## src/rtl/core/kqt_pkg.sv

```systemverilog
`default_nettype none

package kqt_pkg;

  // Table geometry.
  localparam int unsigned ENTRIES    = 16;
  localparam int unsigned NAME_CHARS = 19;

  localparam int unsigned IDX_W = (ENTRIES > 1) ? $clog2(ENTRIES) : 1;
  localparam int unsigned CNT_W = $clog2(ENTRIES + 1);

  // A key is the three request words packed as {high, mid, low}.
  localparam int unsigned KEY_BYTES = 19;
  localparam int unsigned KEY_BITS  = KEY_BYTES * 8;
  localparam int unsigned QTY_W     = 32;

  // Request codes; the unused code behaves as a query.
  localparam logic [1:0] REQ_ADD   = 2'd0;
  localparam logic [1:0] REQ_SET   = 2'd1;
  localparam logic [1:0] REQ_QUERY = 2'd2;

  typedef enum logic [1:0] {
    ST_HIT       = 2'd0,
    ST_NEW       = 2'd1,
    ST_NOT_FOUND = 2'd2,
    ST_FULL      = 2'd3
  } status_e;

  typedef logic [KEY_BITS-1:0] key_t;

endpackage

`default_nettype wire

```

## src/rtl/core/keyed_quantity_table_unit.sv

```systemverilog
// Flow: on an empty table an accepted transaction goes straight to the resolve
// state; otherwise the search walks the stored keys until a match or the last one.
// Throughput: one transaction at a time; the sequential scan of the key memory,
// one entry read per cycle, sets the rate.
// Reset: asynchronous and active low; it empties the table by clearing the fill
// count, while the key and quantity memories keep their contents.
`default_nettype none

module keyed_quantity_table_unit (
  input  wire logic                clk_i,
  input  wire logic                rst_ni,
  // Request channel.
  input  wire logic                in_valid_i,
  output      logic                in_stall_o,
  input  wire logic [1:0]          req_type_i,
  input  wire logic [63:0]         key_word_low_i,
  input  wire logic [63:0]         key_word_mid_i,
  input  wire logic [23:0]         key_word_high_i,
  input  wire logic signed [31:0]  amount_i,
  // Result channel.
  output      logic                out_valid_o,
  input  wire logic                out_stall_i,
  output      logic [1:0]          status_o,
  output      logic signed [31:0]  quantity_out_o
);

  localparam int unsigned IDX_W    = kqt_pkg::IDX_W;
  localparam int unsigned CNT_W    = kqt_pkg::CNT_W;
  localparam int unsigned QTY_W    = kqt_pkg::QTY_W;

  // Sequencer states.
  localparam logic [1:0] S_IDLE    = 2'd0;
  localparam logic [1:0] S_SCAN    = 2'd1;
  localparam logic [1:0] S_RESOLVE = 2'd2;

  // --------------------------------------------------------------------------
  // Key normalization. A name ends at its first zero byte or after NAME_CHARS
  // characters; every byte from that point on is forced to zero so that
  // stored and requested keys compare cleanly.
  // --------------------------------------------------------------------------
  kqt_pkg::key_t raw_key;
  kqt_pkg::key_t norm_key;
  logic [kqt_pkg::KEY_BYTES-1:0] ended;

  assign raw_key = {key_word_high_i, key_word_mid_i, key_word_low_i};

  always_comb begin
    norm_key = raw_key;
    for (int k = 0; k < int'(kqt_pkg::KEY_BYTES); k++) begin
      ended[k] = (raw_key[k*8 +: 8] == 8'd0) || (k >= int'(kqt_pkg::NAME_CHARS));
      if (k > 0) begin
        ended[k] = ended[k] || ended[k-1];
      end
      if (ended[k]) begin
        norm_key[k*8 +: 8] = 8'd0;
      end
    end
  end

  // --------------------------------------------------------------------------
  // Control and request registers.
  // --------------------------------------------------------------------------
  logic [1:0]              state_q, state_d;
  logic [CNT_W-1:0]        fill_q, fill_d;
  logic [CNT_W-1:0]        issue_idx_q, issue_idx_d;
  logic                    pend_q, pend_d;
  logic [IDX_W-1:0]        pend_idx_q, pend_idx_d;
  logic                    hit_q, hit_d;
  logic [IDX_W-1:0]        hit_idx_q, hit_idx_d;
  logic [QTY_W-1:0]        hit_qty_q, hit_qty_d;
  logic                    out_valid_q, out_valid_d;
  kqt_pkg::status_e        status_q, status_d;
  logic [QTY_W-1:0]        qty_out_q, qty_out_d;

  kqt_pkg::key_t           key_q;
  logic [1:0]              req_q;
  logic [QTY_W-1:0]        amount_q;

  // Memory ports.
  kqt_pkg::key_t           key_mem [kqt_pkg::ENTRIES];
  logic [QTY_W-1:0]        qty_mem [kqt_pkg::ENTRIES];
  kqt_pkg::key_t           key_rd_q;
  logic [QTY_W-1:0]        qty_rd_q;
  logic [IDX_W-1:0]        rd_idx;
  logic                    key_we;
  logic                    qty_we;
  logic [IDX_W-1:0]        wr_idx;
  logic [QTY_W-1:0]        wr_qty;

  logic                    in_fire;
  logic                    out_free;
  logic                    match;
  logic                    table_full;
  logic [QTY_W-1:0]        sum;

  assign in_stall_o = (state_q != S_IDLE);
  assign in_fire    = in_valid_i && !in_stall_o;
  assign out_free   = !out_valid_q || !out_stall_i;

  // The read address walks the table; the registered data comes back in the next cycle and
  // is compared while the following entry is being read.
  assign rd_idx     = issue_idx_q[IDX_W-1:0];
  assign match      = pend_q && (key_rd_q == key_q);
  assign table_full = (fill_q >= CNT_W'(kqt_pkg::ENTRIES));
  assign sum        = hit_qty_q + amount_q;

  always_ff @(posedge clk_i) begin
    if (in_fire) begin
      key_q    <= norm_key;
      req_q    <= req_type_i;
      amount_q <= amount_i;
    end
  end

  // Key and quantity memories: one write port and one registered read port.
  always_ff @(posedge clk_i) begin
    if (key_we) begin
      key_mem[wr_idx] <= key_q;
    end
    if (qty_we) begin
      qty_mem[wr_idx] <= wr_qty;
    end
    key_rd_q <= key_mem[rd_idx];
    qty_rd_q <= qty_mem[rd_idx];
  end

  always_comb begin
    state_d     = state_q;
    fill_d      = fill_q;
    issue_idx_d = issue_idx_q;
    pend_d      = 1'b0;
    pend_idx_d  = pend_idx_q;
    hit_d       = hit_q;
    hit_idx_d   = hit_idx_q;
    hit_qty_d   = hit_qty_q;
    out_valid_d = out_valid_q && out_stall_i;
    status_d    = status_q;
    qty_out_d   = qty_out_q;
    key_we      = 1'b0;
    qty_we      = 1'b0;
    wr_idx      = hit_idx_q;
    wr_qty      = amount_q;

    unique case (state_q)
      S_IDLE: begin
        if (in_fire) begin
          issue_idx_d = '0;
          hit_d       = 1'b0;
          // With an empty table there is nothing to search.
          state_d     = (fill_q == '0) ? S_RESOLVE : S_SCAN;
        end
      end

      S_SCAN: begin
        if (match) begin
          hit_d     = 1'b1;
          hit_idx_d = pend_idx_q;
          hit_qty_d = qty_rd_q;
          state_d   = S_RESOLVE;
        end else if (pend_q && (issue_idx_q == fill_q)) begin
          // The last valid entry has been compared without a match.
          hit_d   = 1'b0;
          state_d = S_RESOLVE;
        end else if (issue_idx_q < fill_q) begin
          pend_d      = 1'b1;
          pend_idx_d  = issue_idx_q[IDX_W-1:0];
          issue_idx_d = issue_idx_q + CNT_W'(1);
        end
      end

      S_RESOLVE: begin
        if (out_free) begin
          out_valid_d = 1'b1;
          state_d     = S_IDLE;
          qty_out_d   = '0;
          priority if (req_q == kqt_pkg::REQ_ADD) begin
            if (hit_q) begin
              qty_we    = 1'b1;
              wr_qty    = sum;
              qty_out_d = sum;
              status_d  = kqt_pkg::ST_HIT;
            end else if (!table_full) begin
              // New entries always go to the first free slot.
              key_we    = 1'b1;
              qty_we    = 1'b1;
              wr_idx    = fill_q[IDX_W-1:0];
              qty_out_d = amount_q;
              fill_d    = fill_q + CNT_W'(1);
              status_d  = kqt_pkg::ST_NEW;
            end else begin
              status_d  = kqt_pkg::ST_FULL;
            end
          end else if (req_q == kqt_pkg::REQ_SET) begin
            if (hit_q) begin
              qty_we    = 1'b1;
              qty_out_d = amount_q;
              status_d  = kqt_pkg::ST_HIT;
            end else begin
              status_d  = kqt_pkg::ST_NOT_FOUND;
            end
          end else begin
            if (hit_q) begin
              qty_out_d = hit_qty_q;
              status_d  = kqt_pkg::ST_HIT;
            end else begin
              status_d  = kqt_pkg::ST_NOT_FOUND;
            end
          end
        end
      end

      default: begin
        state_d = S_IDLE;
      end
    endcase
  end

  always_ff @(posedge clk_i or negedge rst_ni) begin
    if (!rst_ni) begin
      state_q     <= S_IDLE;
      fill_q      <= '0;
      issue_idx_q <= '0;
      pend_q      <= 1'b0;
      pend_idx_q  <= '0;
      hit_q       <= 1'b0;
      hit_idx_q   <= '0;
      out_valid_q <= 1'b0;
      status_q    <= kqt_pkg::ST_HIT;
    end else begin
      state_q     <= state_d;
      fill_q      <= fill_d;
      issue_idx_q <= issue_idx_d;
      pend_q      <= pend_d;
      pend_idx_q  <= pend_idx_d;
      hit_q       <= hit_d;
      hit_idx_q   <= hit_idx_d;
      out_valid_q <= out_valid_d;
      status_q    <= status_d;
    end
  end

  always_ff @(posedge clk_i) begin
    hit_qty_q <= hit_qty_d;
    qty_out_q <= qty_out_d;
  end

  assign out_valid_o    = out_valid_q;
  assign status_o       = status_q;
  assign quantity_out_o = qty_out_q;

  // --------------------------------------------------------------------------
  // Assertions.
  // --------------------------------------------------------------------------
  a_fill_bound: assert property (@(posedge clk_i) disable iff (!rst_ni)
    fill_q <= CNT_W'(kqt_pkg::ENTRIES))
    else $error("fill count exceeds the table size");

  a_fill_grows_on_new: assert property (@(posedge clk_i) disable iff (!rst_ni)
    (fill_q != $past(fill_q)) |->
      (status_q == kqt_pkg::ST_NEW && out_valid_q && fill_q == $past(fill_q) + CNT_W'(1)))
    else $error("fill count changed without a new entry result");

  a_pend_in_scan: assert property (@(posedge clk_i) disable iff (!rst_ni)
    pend_q |-> (state_q == S_SCAN))
    else $error("memory compare pending outside the scan");

  a_hit_in_range: assert property (@(posedge clk_i) disable iff (!rst_ni)
    (state_q == S_RESOLVE && hit_q) |-> (CNT_W'(hit_idx_q) < fill_q))
    else $error("hit index points past the filled entries");

  a_result_loads: assert property (@(posedge clk_i) disable iff (!rst_ni)
    (state_q == S_RESOLVE && out_free) |=> (out_valid_q && state_q == S_IDLE))
    else $error("resolved transaction did not load the result register");

endmodule

`default_nettype wire

```

## config.mk

```make
export PLATFORM = sky130hd
export DESIGN_NAME = keyed_quantity_table_unit
export DESIGN_NICKNAME = d
export VERILOG_FILES = /design/src/rtl/core/kqt_pkg.sv /design/src/rtl/core/keyed_quantity_table_unit.sv
export SDC_FILE = /design/constraint.sdc
export NUM_CORES = 2
export LEC_CHECK = 0
export ABC_AREA = 1
export BUFFER_PORTS_ARGS = -buffer_cell sky130_fd_sc_hd__buf_2
export CELL_PAD_IN_SITES_DETAIL_PLACEMENT = 0
export CELL_PAD_IN_SITES_GLOBAL_PLACEMENT = 1
export CORE_MARGIN = 2
export CORE_UTILIZATION = 46
export CTS_CLUSTER_SIZE = 14
export DETAILED_ROUTE_END_ITERATION = 16
export PLACE_DENSITY_LB_ADDON = 0.12
export SLEW_MARGIN = 0
export SYNTH_ARGS = -nofsm -noshare
export SYNTH_HDL_FRONTEND = slang
export SYNTH_SLANG_ARGS = --single-unit
```

## constraint.sdc

```tcl
create_clock -name clk_i -period 14.47 [get_ports clk_i]
set_clock_uncertainty 0.1 [all_clocks]
set_input_delay 2.894 -clock clk_i [delete_from_list [all_inputs] [get_ports clk_i]]
set_output_delay 2.894 -clock clk_i [all_outputs]
set_load 0.005 [all_outputs]
```

After elaboration in Yosys (flattened, before gate mapping)
Memories as Yosys holds them, arrays and structs flattened. A register that Yosys moved wholly into a read port is not among the register bits.
Cells that the tools add are included.
{"block": "word_totals", "register_bits": 275, "ramBits": 2944, "inputBits": 190, "out_inout_bits": 36, "word_cells": 166, "mem_count": 2}
{"memory": "key_mem", "words": 16, "word_bits": 152, "rd": 1, "rd_clocked_by_memory_dff": 1, "write_ports": 1, "line_no": "keyed_quantity_table_unit.sv:80", "rtl": "kqt_pkg::key_t key_mem [kqt_pkg::ENTRIES];"}
{"memory": "qty_mem", "words": 16, "word_bits": 32, "rd": 1, "rd_clocked_by_memory_dff": 1, "write_ports": 1, "line_no": "keyed_quantity_table_unit.sv:81", "rtl": "logic [QTY_W-1:0] qty_mem [kqt_pkg::ENTRIES];"}
{"block": "op_classes", "addsub": 3, "order_cmp": 2, "eq_ne": 11, "n_mux": 55, "bitwise_logic": 4, "reduce_logical": 57}
{"cell": "32-bit two-way mux", "n": 10}
{"cell": "152-bit == test", "n": 1}
{"cell": "8-bit zero test", "n": 19}
{"cell": "32-bit adder", "n": 1}
{"cell": "1-bit two-way mux", "n": 24}
{"cell": "4-bit two-way mux", "n": 5}
{"cell": "5-bit two-way mux", "n": 4}
{"cell": "1-bit logical OR", "n": 19}
{"cell": "2-bit two-way mux", "n": 9}
{"cell": "5-bit by 1-bit adder with 5-bit output, second input constant", "n": 2}
{"cell": "2-bit != test, second input constant", "n": 5}
{"cell": "5-bit one-hot mux with 2 select lines", "n": 1}
{"cell": "5-bit AND reduction", "n": 2}
{"cell": "2-bit one-hot mux with 3 select lines", "n": 1}
{"cell": "3-bit AND reduction", "n": 2}
{"cell": "5-bit == test", "n": 1}
{"cell": "5-bit >= comparator, second input constant", "n": 1}
{"cell": "5-bit zero test", "n": 1}
{"cell": "5-bit less-than comparator", "n": 1}
{"cell": "2-bit by 1-bit == test with 1-bit output, second input constant", "n": 2}
{"cell": "1-bit logical AND", "n": 4}
{"cell": "2-bit zero test", "n": 2}
{"cell": "1-bit NOT", "n": 4}
{"cell": "2-bit AND reduction", "n": 2}
{"cell": "other kinds (6)", "n": 9}

Depth between registers and ports, before layout
{"block": "logic_depth", "ltp_word": 19, "mapped_depth": 17, "ltp_nobuf": 17}

Worst setup path before layout
No wires, ideal clock.
{"block": "synth_path", "path_type": "input -> register", "startpoint": "input out_stall_i", "endpoint": "memory key_mem[11][0] (netlist bit), enable pin", "setup_ns": 0.849, "t_arrival_ns": 16.026, "required_ns": 13.521, "path_slack_ns": -2.505, "cell_stages": 12, "n_path_buf": 1, "cell_sequence": "nand2_1 > inv_1 > nor2_1 > nand2_1 > nor2_2 > inv_1 > buf_2 > nand2_1 > o21ai_0 > inv_1 > nand2_1 > nor3_1"}
{"block": "synth_via", "elab_chain_cells": 6, "word_cells_on_any_way": 8, "classes_between": "mux: 6; reduce/logical: 2"}
{"item": "start, declared", "line_no": "keyed_quantity_table_unit.sv:22", "rtl": "input wire logic out_stall_i,"}
{"item": "1-bit zero test *", "line_no": "keyed_quantity_table_unit.sv:98", "rtl": "assign out_free = !out_valid_q || !out_stall_i;"}
{"item": "1-bit logical OR *", "line_no": "keyed_quantity_table_unit.sv:98"}
{"item": "1-bit two-way mux", "line_no": "keyed_quantity_table_unit.sv:172", "rtl": "if (out_free) begin"}
{"item": "1-bit two-way mux", "line_no": "keyed_quantity_table_unit.sv:144", "rtl": "unique case (state_q)"}
{"item": "1-bit two-way mux", "line_no": "keyed_quantity_table_unit.sv:117", "rtl": "if (key_we) begin"}
{"item": "1-bit two-way mux (not written as such)", "line_no": "keyed_quantity_table_unit.sv:118", "rtl": "key_mem[wr_idx] <= key_q;"}
{"item": "end, declared", "line_no": "keyed_quantity_table_unit.sv:80"}
Every way passes the cells marked *; elsewhere a longest branch is shown, timed or not.

Worst setup path in the final report
{"block": "layout_path", "startpoint": "input out_stall_i", "endpoint": "memory key_mem[14][60] (netlist bit), enable pin"}
Same word-level chain as after synthesis.

==> run summary <==
The flow ran to the end, and the final reports show no timing, DRC or antenna violations. The worst-case clock buffer depth was 4; the actual slew at the worst max-slew pin was 1.35 ns. TritonCTS built the clock tree. Via count of the first global-routing pass: 80200. Total nets after synthesis: 10100. The H-tree was split into 5 levels.

The proportion of power drawn by the clock network came out at 0.334. Post-CTS setup buffer count: 0. Along the worst path, the maximum fanout reaches 51.

The run gives 226 as the boundary pin count. Sort of element at the end of the critical path: a register. Measured along the x axis, the die boundary spans 543 µm. In the layout the commonest cells are sky130_fd_sc_hd__edfxtp_1, sky130_fd_sc_hd__nor2_1, sky130_fd_sc_hd__o21ai_0, sky130_fd_sc_hd__nand2_1, sky130_fd_sc_hd__o32ai_1. For this run, the detailed router's first-pass iteration total came to 8. The class of the most critical setup path was input pin to register. Input and output buffers added on the ports amount to 225.

For the finished layout, the period the worst path requires is 7.29 ns. The per-cell via count in the routed design was 5.78. Fraction of final layout cells sized beyond drive strength 1: 0.110.

The count of clock tree sinks is 3403. The net switching share of the total power was 0.321; the number of inserted filler cells in the final layout was 24100. After floorplanning, the core was divided into 197 placement rows. The starting density of the core is 0.463, and the final worst-path cycle share is 0.504.

Clock-pin slew was measured on the worst setup and hold paths at 0.06 ns. The most instantiated flip-flop cell in the synthesis netlist was sky130_fd_sc_hd__edfxtp_1. The via count of the routed design is 82100, and the share of total power in combinational logic is 0.230. The clock insertion delay at the later pin of the skew report is 0.96 ns, and the share of flip-flops with an asynchronous set or reset is 0.00735. The cell area that synthesis handed to floorplanning was 134000 µm². The core region is 288000 µm². Counting cells, the worst reg-to-reg path comes to 14. Signed area change from the synthesized netlist to the final layout: 13.4%. The number of synthesized register bits is 3403, and the peak clock frequency supported by timing is 0.137 GHz. VDD sags by at most 146 µV. The critical path arrival is 7.74 ns. The number of cells on the worst hold path was 0; the global placement routability congestion was 0.846. The design draws 0.0276 W. The clock buffer count from CTS is 362. The floorplan step defined a die boundary enclosing 295000 µm². For the number of antenna violations at the first check in global routing, the log shows 8. The worst setup path is launched from an input pin. The tools report the internal portion of total power as 0.0187 W. Setup repair after global routing left no endpoint under its margin. The tools report the number of buffers added to fix hold violations after cts as 0. The first routing iteration left 7954 violations.

The logs give 0 for the post-route antenna net violation count and 0.436 for the part of the total power dissipated in sequential elements. The first global-routing pass estimated 550000 µm of wire. The standby leakage power was 50.7 nW; the total global routing track utilization was 0.253.

A synthesized cell averages 13.6 µm². The tool flagged a number of max-cap violations equal to 0. For the global route total overflow, the log shows 0. The die is 543 µm tall.

The max-slew violation total from the final report is 0, and the core utilization of the finished layout is 0.525. The number of hold violations in the final report is 0. After legalization and detailed placement, the total HPWL measured 217000 µm. Yosys mapped the design onto 50 distinct sky130hd cell types. Clock tree root buffer cell: sky130_fd_sc_hd__clkbuf_16. Setup violations remaining at the end of the flow were counted as 0. Synthesis handed over a netlist of 9856 instances. The power density over the cells was 182 nW/µm². Yosys mapped a number of flops with a built-in enable equal to 3194. The required time of the critical path was 14.92 ns.

Most frequent standard cell in the layout excluding fill and tap cells: sky130_fd_sc_hd__edfxtp_1. The number of remaining DRC errors came out at 0. For this design the total switching power over the nets is 0.00886 W.

After detailed routing, the average wire length per cell comes to 26.6 µm. The net count of the finished layout is 10300. The tools report the count of yosys warnings during synthesis as 0.

Worst max-slew margin expressed relative to the limit: 0.0939. Entering global routing, the biggest net connects 191 pins. The share of the yosys chip area belonging to registers is 0.750. The worst hold path belongs to the class register to register. Gates resized during post-CTS repair numbered 0. For this block, the routed nets add up to 378000 µm of wire.
==> cell type report <==
class | count | area (µm²) | share of cell area
clock buffers | 515 | 10200 | 0.0672
diodes | 5 | 12.5 | 0.0000826
inverters | 403 | 1540 | 0.0102
repair buffers | 459 | 3180 | 0.0210
well taps | 3781 | 4730 | 0.0312
clock inverters | 161 | 1700 | 0.0112
flip-flops and latches | 3403 | 100000 | 0.662
multi-input cells | 5461 | 29900 | 0.198
==> kinds of logic (layout without fill, tap and decap cells) <==
kind of cell,count (synthesis),after routing,synth area share
adders and majority gates,40,40,0.00380
DFF,3403,3403,0.750
muxes,303,303,0.0227
other,0,5,0
buffers and inverters,992,1538,0.0280
xor gates and xnor gates,64,64,0.00420
AOI/OAI and AO/OA,1747,1747,0.0890
and+or+nand+nor,3307,3307,0.102
==> sequential cells by signal, summed over array words and instances, names as in the netlist, 2 cells and up <==
| name | flops |
|---|---|
| key_rd_q | 152 |
| amount_q | 32 |
| qty_mem | 512 |
| quantity_out_o | 32 |
| key_q | 152 |
| fill_q | 5 |
| hit_idx_q | 4 |
| status_o | 2 |
| hit_qty_q | 32 |
| state_q | 2 |
| pend_idx_q | 4 |
| req_q | 2 |
| qty_rd_q | 32 |
| issue_idx_q | 5 |
| key_mem | 2432 |
==> worst paths after layout <==
check / start / to / slack [ns]
setup / recovery: out_stall_i / key_mem[14][60]$_DFFE_PP_ / 7.18
hold reg to reg: qty_rd_q[1]$_DFF_P_ / hit_qty_q[1]$_DFFE_PP_ / 0.29
setup reg to reg: req_q[1]$_DFFE_PP_ / key_mem[14][60]$_DFFE_PP_ / 8.72
hold / removal: qty_rd_q[1]$_DFF_P_ / hit_qty_q[1]$_DFFE_PP_ / 0.29
max in group asynchronous: rst_ni / issue_idx_q[1]$_DFFE_PN0P_ / 11.94
min in group asynchronous: rst_ni / issue_idx_q[2]$_DFFE_PN0P_ / 1.90
==> worst max-delay path, cell delays in order <==
cell                      delay (ns)
sky130_fd_sc_hd__buf_2          0.09
sky130_fd_sc_hd__nand2_1        0.08
sky130_fd_sc_hd__inv_1          0.09
sky130_fd_sc_hd__nor2_4         0.10
sky130_fd_sc_hd__buf_4          0.40
sky130_fd_sc_hd__nand2_1        0.17
sky130_fd_sc_hd__nor2_2         0.38
sky130_fd_sc_hd__inv_1          0.08
sky130_fd_sc_hd__buf_4          0.28
sky130_fd_sc_hd__nand2_1        0.11
sky130_fd_sc_hd__o21ai_0        0.13
sky130_fd_sc_hd__nor2_1         0.27
sky130_fd_sc_hd__nand2_1        0.19
sky130_fd_sc_hd__nor2_4         0.68
sky130_fd_sc_hd__buf_4          0.80
sky130_fd_sc_hd__buf_4          0.73
==> synth_stat cells (all sizes together) (3+ instances only) <==
| cell type | n | share of area |
|---|---|---|
| a221oi | 7 | 0.00046 |
| nand2 | 749 | 0.021 |
| o2111ai | 10 | 0.00066 |
| ha | 39 | 0.0037 |
| o21ai | 810 | 0.030 |
| o21bai | 3 | 0.00017 |
| nor3 | 50 | 0.0019 |
| inv | 403 | 0.011 |
| a22oi | 3 | 0.00017 |
| nand4 | 92 | 0.0047 |
| a21oi | 65 | 0.0024 |
| a21boi | 3 | 0.00017 |
| nand3 | 380 | 0.014 |
| o221ai | 305 | 0.020 |
| edfxtp | 3194 | 0.72 |
| mux2i | 303 | 0.023 |
| xor2 | 41 | 0.0027 |
| o32ai | 433 | 0.028 |
| dfrtp | 25 | 0.0047 |
| a32oi | 15 | 0.00098 |
| dfxtp | 184 | 0.028 |
| xnor2 | 23 | 0.0015 |
| nor4 | 49 | 0.0023 |
| or2 | 94 | 0.0044 |
| buf | 36 | 0.0011 |
| nor2 | 1887 | 0.053 |
| clkbuf | 553 | 0.016 |
| o22ai | 5 | 0.00023 |
| o211ai | 78 | 0.0044 |
==> metal layers <==
layer  part of all wire  track usage  vias up
met5            0.00011            0        -
met4              0.034       0.0850        6
met3              0.051       0.0293      578
met2               0.49        0.424     2459
met1               0.43        0.342    41800
li1                   -            -    37200
==> power by group through the flow <==
stage	combinational (W)	sequential [W]	clock (W)
CTS	0.00638	0.0120	0.00938
floorplan	0.00399	0.0121	0
finish	0.00635	0.0120	0.00922
detailed placement	0.00636	0.0122	0
global placement	0.00630	0.0122	0
global route	0.00689	0.0121	0.00976
==> through the flow <==
stage               worst slack, ns   TNS, ns  area (µm²)  hold WS [ns]  instances
CTS                            7.17         0      152000         0.286      14200
finish                         7.18         0      152000         0.286      14200
global route                   6.85         0      152000         0.308      14200
floorplan                     -2.48  -1117.83      134000         0.286       9856
global placement               6.17         0      140000         0.288      13500
detailed placement             6.20         0      140000         0.289      13500
Power figures use the tool's default switching activity.
